File: src/sv/psmzc_pkg.sv
// Package for the pulse-skipping zero-cross dimmer core.
// Holds the result record, register indexes, reset values and mains period limits.
// No dependencies.
package psmzc_pkg;

  // Configuration register indexes
  localparam logic CFG_DEBOUNCE_US  = 1'b0;
  localparam logic CFG_MAX_RESTARTS = 1'b1;

  localparam int unsigned CFG_DATA_W = 16;

  // Register reset values
  localparam logic [15:0] DEBOUNCE_US_RST  = 16'd15000;
  localparam logic [3:0]  MAX_RESTARTS_RST = 4'd5;

  // Mean-period windows in microseconds (inclusive)
  localparam int unsigned MIN_50HZ_PERIOD = 18182;
  localparam int unsigned MAX_50HZ_PERIOD = 22222;
  localparam int unsigned MIN_60HZ_PERIOD = 15385;
  localparam int unsigned MAX_60HZ_PERIOD = 18181;

  localparam logic [7:0] PERCENT_FULL  = 8'd100;
  localparam logic [3:0] RESTART_LIMIT = 4'hF;

  typedef struct packed {
    logic gate_on;
    logic freq_known;
    logic mains_60hz;
    logic detect_gave_up;
  } result_t;

endpackage

File: src/sv/psm_zero_cross_dimmer_core.sv
// Top level of the pulse-skipping zero-cross dimmer core.
// Depends on psmzc_pkg for the result record, register indexes and limits.
//
// One request per zero crossing; the core takes a request every cycle while
// in_ready is high. All state (debounce time base, period sum, restart count,
// percent accumulator) updates in the cycle of acceptance.
// Crossings closer than debounce_us to the last accepted one give no result.
// Results pass through a two-entry output buffer (output register plus skid),
// so in_ready only drops while both entries hold results. The mean mains
// period is never divided out: the sum of PERIODS_TO_AVERAGE periods is
// compared against the window limits scaled by that count. cfg_ready is
// always high; write registers only while the core is idle.
module psm_zero_cross_dimmer_core #(
  parameter int unsigned PERIODS_TO_AVERAGE = 20
) (
  input  logic        clk,
  input  logic        rst_n,
  // crossing requests
  input  logic        in_valid,
  output logic        in_ready,
  input  logic [31:0] in_timestamp_us,
  input  logic [6:0]  in_power_percent,
  input  logic        in_enable,
  // results
  output logic        out_valid,
  input  logic        out_ready,
  output logic        out_gate_on,
  output logic        out_freq_known,
  output logic        out_mains_60hz,
  output logic        out_detect_gave_up,
  // register writes
  input  logic        cfg_valid,
  output logic        cfg_ready,
  input  logic        cfg_index,
  input  logic [psmzc_pkg::CFG_DATA_W-1:0] cfg_data
);

  localparam int unsigned CntW = $clog2(PERIODS_TO_AVERAGE + 1);
  localparam logic [CntW-1:0] CntTarget = CntW'(PERIODS_TO_AVERAGE);
  // Sum limits: lower bound inclusive, upper bound exclusive
  localparam logic [31:0] Sum50Lo = 32'(psmzc_pkg::MIN_50HZ_PERIOD * PERIODS_TO_AVERAGE);
  localparam logic [31:0] Sum50Hi =
    32'((psmzc_pkg::MAX_50HZ_PERIOD + 1) * PERIODS_TO_AVERAGE);
  localparam logic [31:0] Sum60Lo = 32'(psmzc_pkg::MIN_60HZ_PERIOD * PERIODS_TO_AVERAGE);
  localparam logic [31:0] Sum60Hi =
    32'((psmzc_pkg::MAX_60HZ_PERIOD + 1) * PERIODS_TO_AVERAGE);

  // configuration
  logic [15:0]     debounce_us_r;
  logic [3:0]      max_restarts_r;

  // core state
  logic [31:0]     last_crossing_r, last_crossing_nxt;
  logic [6:0]      acc_r, acc_nxt;
  logic            prev_enable_r;
  logic [31:0]     period_sum_r, period_sum_nxt;
  logic [CntW-1:0] period_count_r, period_count_nxt;
  logic [3:0]      restart_count_r, restart_count_nxt;
  logic            freq_known_r, freq_known_nxt;
  logic            is_60hz_r, is_60hz_nxt;

  // output buffer
  logic                out_valid_r, skid_valid_r;
  psmzc_pkg::result_t  out_data_r, skid_data_r, res;

  logic        in_fire, push, pop;
  logic        pass;
  logic [31:0] gap_us;
  logic [31:0] sum_add;
  logic [CntW-1:0] cnt_add;
  logic [6:0]  acc_base;
  logic [7:0]  power_clamped;
  logic [7:0]  acc_sum;

  assign in_fire   = in_valid & in_ready;
  assign cfg_ready = 1'b1;

  always_ff @(posedge clk) begin
    if (!rst_n) begin
      debounce_us_r  <= psmzc_pkg::DEBOUNCE_US_RST;
      max_restarts_r <= psmzc_pkg::MAX_RESTARTS_RST;
    end else if (cfg_valid && cfg_ready) begin
      case (cfg_index)
        psmzc_pkg::CFG_DEBOUNCE_US:  debounce_us_r  <= cfg_data;
        psmzc_pkg::CFG_MAX_RESTARTS: max_restarts_r <= cfg_data[3:0];
        default: ;
      endcase
    end
  end

  // Crossing processing
  always_comb begin
    gap_us   = in_timestamp_us - last_crossing_r;
    pass     = gap_us >= {16'd0, debounce_us_r};
    // rising enable clears the accumulator, even on a dropped crossing
    acc_base = (in_enable && !prev_enable_r) ? 7'd0 : acc_r;

    last_crossing_nxt = last_crossing_r;
    period_sum_nxt    = period_sum_r;
    period_count_nxt  = period_count_r;
    restart_count_nxt = restart_count_r;
    freq_known_nxt    = freq_known_r;
    is_60hz_nxt       = is_60hz_r;
    acc_nxt           = acc_base;

    sum_add = period_sum_r + gap_us;
    cnt_add = period_count_r + CntW'(1);

    if (pass) begin
      last_crossing_nxt = in_timestamp_us;
      if (!freq_known_r && (restart_count_r < max_restarts_r) &&
          (last_crossing_r != 32'd0)) begin
        period_sum_nxt   = sum_add;
        period_count_nxt = cnt_add;
        if (cnt_add >= CntTarget) begin
          if (sum_add >= Sum50Lo && sum_add < Sum50Hi) begin
            freq_known_nxt = 1'b1;
            is_60hz_nxt    = 1'b0;
          end else if (sum_add >= Sum60Lo && sum_add < Sum60Hi) begin
            freq_known_nxt = 1'b1;
            is_60hz_nxt    = 1'b1;
          end else begin
            // restart measurement
            period_sum_nxt   = 32'd0;
            period_count_nxt = '0;
            if (restart_count_r < psmzc_pkg::RESTART_LIMIT) begin
              restart_count_nxt = restart_count_r + 4'd1;
            end
          end
        end
      end
    end

    power_clamped = ({1'b0, in_power_percent} > psmzc_pkg::PERCENT_FULL) ?
                    psmzc_pkg::PERCENT_FULL : {1'b0, in_power_percent};
    acc_sum       = {1'b0, acc_base} + power_clamped;

    res.gate_on        = 1'b0;
    res.freq_known     = freq_known_nxt;
    res.mains_60hz     = freq_known_nxt & is_60hz_nxt;
    res.detect_gave_up = !freq_known_nxt && (restart_count_nxt >= max_restarts_r);

    if (pass && in_enable && (power_clamped != 8'd0)) begin
      if (acc_sum >= psmzc_pkg::PERCENT_FULL) begin
        res.gate_on = 1'b1;
        acc_nxt     = 7'(acc_sum - psmzc_pkg::PERCENT_FULL);
      end else begin
        acc_nxt     = acc_sum[6:0];
      end
    end
  end

  always_ff @(posedge clk) begin
    if (!rst_n) begin
      last_crossing_r <= '0;
      acc_r           <= '0;
      prev_enable_r   <= 1'b0;
      period_sum_r    <= '0;
      period_count_r  <= '0;
      restart_count_r <= '0;
      freq_known_r    <= 1'b0;
      is_60hz_r       <= 1'b0;
    end else if (in_fire) begin
      last_crossing_r <= last_crossing_nxt;
      acc_r           <= acc_nxt;
      prev_enable_r   <= in_enable;
      period_sum_r    <= period_sum_nxt;
      period_count_r  <= period_count_nxt;
      restart_count_r <= restart_count_nxt;
      freq_known_r    <= freq_known_nxt;
      is_60hz_r       <= is_60hz_nxt;
    end
  end

  // Two-entry result buffer
  assign in_ready = !skid_valid_r;
  assign push     = in_fire & pass;
  assign pop      = out_valid_r & out_ready;

  always_ff @(posedge clk) begin
    if (!rst_n) begin
      out_valid_r  <= 1'b0;
      skid_valid_r <= 1'b0;
    end else begin
      if (!out_valid_r || pop) begin
        if (skid_valid_r) begin
          out_valid_r  <= 1'b1;
          skid_valid_r <= 1'b0;
        end else begin
          out_valid_r  <= push;
        end
      end else if (push) begin
        skid_valid_r <= 1'b1;
      end
    end
  end

  always_ff @(posedge clk) begin
    if (!out_valid_r || pop) begin
      out_data_r <= skid_valid_r ? skid_data_r : res;
    end
    if (push && out_valid_r && !pop) begin
      skid_data_r <= res;
    end
  end

  assign out_valid          = out_valid_r;
  assign out_gate_on        = out_data_r.gate_on;
  assign out_freq_known     = out_data_r.freq_known;
  assign out_mains_60hz     = out_data_r.mains_60hz;
  assign out_detect_gave_up = out_data_r.detect_gave_up;

  // Checks
  a_skid_needs_out: assert property (@(posedge clk) disable iff (!rst_n)
    skid_valid_r |-> out_valid_r) else $error("skid entry without output entry");

  a_acc_range: assert property (@(posedge clk) disable iff (!rst_n)
    acc_r < 7'd100) else $error("percent accumulator out of range");

  a_known_sticks: assert property (@(posedge clk) disable iff (!rst_n)
    freq_known_r |=> freq_known_r) else $error("frequency classification lost");

  a_60hz_known: assert property (@(posedge clk) disable iff (!rst_n)
    is_60hz_r |-> freq_known_r) else $error("60 Hz flag without classification");

  // the count stays at target once the frequency is classified
  a_count_range: assert property (@(posedge clk) disable iff (!rst_n)
    period_count_r <= CntTarget) else $error("period count past target");

endmodule

File: config.mk
export PLATFORM = sky130hd
export DESIGN_NAME = psm_zero_cross_dimmer_core
export DESIGN_NICKNAME = d
export VERILOG_FILES = /design/src/sv/psmzc_pkg.sv /design/src/sv/psm_zero_cross_dimmer_core.sv
export SDC_FILE = /design/constraint.sdc
export NUM_CORES = 1
export LEC_CHECK = 0
export BUFFER_PORTS_ARGS = -buffer_cell sky130_fd_sc_hd__buf_2
export CAP_MARGIN = 40
export CORE_ASPECT_RATIO = 1.25
export CORE_MARGIN = 3
export CORE_UTILIZATION = 54
export CTS_CLUSTER_DIAMETER = 60
export DETAILED_ROUTE_END_ITERATION = 8
export HOLD_SLACK_MARGIN = 0.1
export PLACE_DENSITY = 0.83
export SYNTH_ARGS = -nofsm -noshare
export SYNTH_HDL_FRONTEND = slang
export SYNTH_SLANG_ARGS = --single-unit
File: constraint.sdc
create_clock -name clk -period 8.89 [get_ports clk]
set_clock_uncertainty 0.15 [all_clocks]
set_input_delay 2.667 -clock clk [delete_from_list [all_inputs] [get_ports clk]]
set_output_delay 2.667 -clock clk [all_outputs]
set_load 0.005 [all_outputs]
==> impl_metrics.env <==
export IMPL_grt_pass1_vias=9679
export IMPL_die_area_um2=19800
export IMPL_switching_power_mw=1.17
export IMPL_busiest_layer="met2"
export IMPL_rows=54
export IMPL_slew_headroom_pct=52.1
export IMPL_final_cells=1621
export IMPL_fin_ws_ns=0.409
export IMPL_seqPwrFrac_pct=21.6
export IMPL_hpwl_mm=20.8
export IMPL_crit_type="input port to flop"
export IMPL_cts_root_buf="clkbuf_16"
export IMPL_cp_arrival_ns=8.50
export IMPL_pin_count=69
export IMPL_yosysMostFrequentCell="a21oi_1"
export IMPL_ys_ff_latch=113
export IMPL_die_w_um=127
export IMPL_synth_cell_type_count=84
export IMPL_synth_edf_count=8
export IMPL_cts_clk_slew_worst_paths_ns=0.06
export IMPL_syn_instance_count=1303
export IMPL_final_seq_area_um2=2340
export IMPL_multi_input_area_um2=6940
export IMPL_syn_nets=1465
export IMPL_use_met2_pct=49.7
export IMPL_crit_buf_inv=2
export IMPL_leakage_nw=4.91
export IMPL_ir_drop_mv=0.168
export IMPL_clk_path_buf_depth=2
export IMPL_start_kind="input port"
export IMPL_drv_slew=0
export IMPL_clock_latency_ns=0.43
export IMPL_critPathTopFamily="compound AO/OA/AOI/OAI gates"
export IMPL_drive_gt1_share_pct=13.2
export IMPL_dp_cells=1587
export IMPL_p_sw_share_pct=41.5
export IMPL_drc=0
export IMPL_clockPowerShare_pct=25.7
export IMPL_synth_avg_cell_area_um2=7.53
export IMPL_grt_pass1_wl_mm=45.0
export IMPL_coreArea_um2=17600
export IMPL_ys_flop_type="dfxtp_1"
export IMPL_cts_tree="done"
export IMPL_ys_top_cells_by_count="a21oi_1 (149), nor2_1 (143), nand2_1 (122), dfxtp_1 (105), ha_1 (97)"
export IMPL_final_period_utilization_pct=95.4
export IMPL_place_gp_congestion=0.954
export IMPL_yosysSeqAreaShare_pct=23.9
export IMPL_cts_buffers=17
export IMPL_fin_total_pwr_mw=2.81
export IMPL_power_density_nw_per_um2=250
export IMPL_vias_per_cell=6.06
export IMPL_layout_nets=1546
export IMPL_synth_area_leaders="dfxtp_1 (21%), ha_1 (12%), a21oi_1 (7.6%)"
export IMPL_grt_max_degree=79
export IMPL_required_ns=8.91
export IMPL_drv_cap=0
export IMPL_grt_ovfl_total=0
export IMPL_crit_path_frequent_cell="a21oi_1"
export IMPL_area_delta_synth_final_pct=14.8
export IMPL_setup_tns_ns=0
export IMPL_grtUsageMet3_pct=3.07
export IMPL_yosys_area_top_type="dfxtp_1"
export IMPL_end_kind="flop"
export IMPL_met1_usage_pct=32.5
export IMPL_yosys_warnings=0
export IMPL_place_ws_ns=-0.148
export IMPL_p_int_mw=1.65
export IMPL_comb_power_share_pct=52.7
export IMPL_fmax_ghz=0.118
export IMPL_synth_cell_area_um2=9820
export IMPL_outcome="finished clean"
export IMPL_antenna_found_initial=0
export IMPL_grt_usage_pct=27.4
export IMPL_htree_num_levels=4
export IMPL_final_util_pct=63.9
export IMPL_first_pass_iters=6
export IMPL_dr_total_vias=9817
export IMPL_ctsHoldBuffers=0
export IMPL_slowest_stage="a2111oi_1"
export IMPL_fillers=1584
export IMPL_synth_top_area_share_pct=21.4
export IMPL_setup_violations=0
export IMPL_postRouteWirelength_mm=27.2
export IMPL_avgRoutedWirePerCell_um=16.8
export IMPL_worst_pin_slew_ns=0.701
export IMPL_diodes=0
export IMPL_layout_min_cycle_time_ns=8.48
export IMPL_hold_path_class="flop to flop"
export IMPL_ant_nets=0
export IMPL_async_reset_ff_share_pct=0
export IMPL_crit_fanout=9
export IMPL_drtIter0Drc=570
export IMPL_portBuffers=67
export IMPL_cts_sink_count=113
export IMPL_hold_violations=0
export IMPL_cpPeakStageDelay_ns=0.45
export IMPL_die_y_um=157
export IMPL_start_util_pct=55.7
## placed cells by master (no fill, tap or decap), types with 13 or more instances in the layout
| cell type | netlist | final |
|---|---|---|
| nand4_1 | 19 | 19 |
| xor2_1 | 20 | 20 |
| mux2i_1 | 13 | 13 |
| nand2b_1 | 22 | 22 |
| buf_2 | 11 | 68 |
| ha_1 | 97 | 96 |
| a211oi_1 | 15 | 14 |
| nor3_1 | 18 | 18 |
| nor2_1 | 143 | 143 |
| o21ai_0 | 51 | 49 |
| a21o_1 | 29 | 29 |
| dfxtp_1 | 105 | 105 |
| xnor2_1 | 34 | 33 |
| nand3_1 | 35 | 35 |
| o211ai_1 | 31 | 31 |
| inv_1 | 85 | 84 |
| a22oi_1 | 30 | 30 |
| buf_4 | 2 | 48 |
| nand2_1 | 122 | 122 |
| clkbuf_16 | 0 | 18 |
| o21a_1 | 15 | 14 |
| and2_1 | 25 | 24 |
| a21oi_1 | 149 | 147 |
## worst reg2reg max path, stage by stage, from the launching register on
cell and delay [ns]:
dfxtp_1 0.34, inv_1 0.06, ha_1 0.39, nand4_1 0.21
a2111oi_1 0.45, o21ai_1 0.23, a211o_1 0.35, a21oi_1 0.18
nor2_1 0.10, ha_1 0.36, buf_4 0.19, nand4_1 0.15
o211ai_1 0.16, a21oi_1 0.09, a21oi_1 0.26, a2111oi_0 0.17
nor3_1 0.30, a21boi_1 0.29, nand4b_1 0.17, a21oi_1 0.21
nor2_1 0.09, and2_1 0.17, mux2_1 0.32, ha_1 0.28
a21o_1 0.16, a21o_1 0.17, a21oi_1 0.18, o31ai_1 0.08
## power groups by stage
stage / clock [mW] / sequential, mW / combinational [mW]
floorplan: 0 / 0.608 / 1.02
CTS: 0.727 / 0.608 / 1.44
global route: 0.748 / 0.614 / 1.64
global placement: 0 / 0.616 / 1.41
finish: 0.723 / 0.609 / 1.48
detailed placement: 0 / 0.618 / 1.43
## worst paths after layout
path | depth (start not counted) | startpoint | endpoint | slack (ns)
setup / recovery | 27 | in_timestamp_us[10] | out_detect_gave_up | 0.41
hold / removal | 2 | acc_r[5] | acc_r[5] | 0.30
setup reg to reg | 27 | last_crossing_r[10] | out_detect_gave_up | 2.37
hold reg to reg | 2 | acc_r[5] | acc_r[5] | 0.30
## stage by stage
step / hold WS, ns / instance area [um2]
detailed placement: 0.296 / 10600
finish: 0.300 / 11300
floorplan: 0.281 / 9820
global placement: 0.287 / 10500
CTS: 0.303 / 11200
global route: 0.327 / 11300
## state kept, by name, summed over array words and instances, names as in the netlist, 4 cells and up
signal and cells:
max_restarts_r 4, period_count_r 5, restart_count_r 4, period_sum_r 32, debounce_us_r 16, skid_data_r 4, last_crossing_r 32, acc_r 7
## cell type report
cell class | count | share of cell area, %
inverter | 85 | 2.83
timing repair buffer | 119 | 6.81
sequential | 113 | 20.8
multi-input combinational | 1048 | 61.5
clock buffer | 22 | 4.48
clock inverter | 10 | 1.08
tap | 224 | 2.49
## timing repair
action	4_1_cts	5_1_grt
resized for setup	0	12
buffers inserted	0	2
endpoints found under the hold margin	0	0
setup endpoints to repair	0	2
## per-layer routing
layer  vias up  part of all wire [%]
li1       4907                     -
met1      4607                    44
met2       230                    50
met5         -                     0
met4         0                   3.3
met3        73                   3.4
## cell families after synthesis
kind of cell	after synthesis	synth area share (%)
other	1	0.0382
XOR/XNOR	54	4.82
multiplexers	19	2.01
buffers and inverters	142	5.88
adder cells (fa/ha/maj)	100	13.0
AND/OR/NAND/NOR	453	21.9
flip-flops	113	23.9
AO/OA/AOI/OAI	421	28.5
Note: power is estimated with default switching activity, not from simulation.
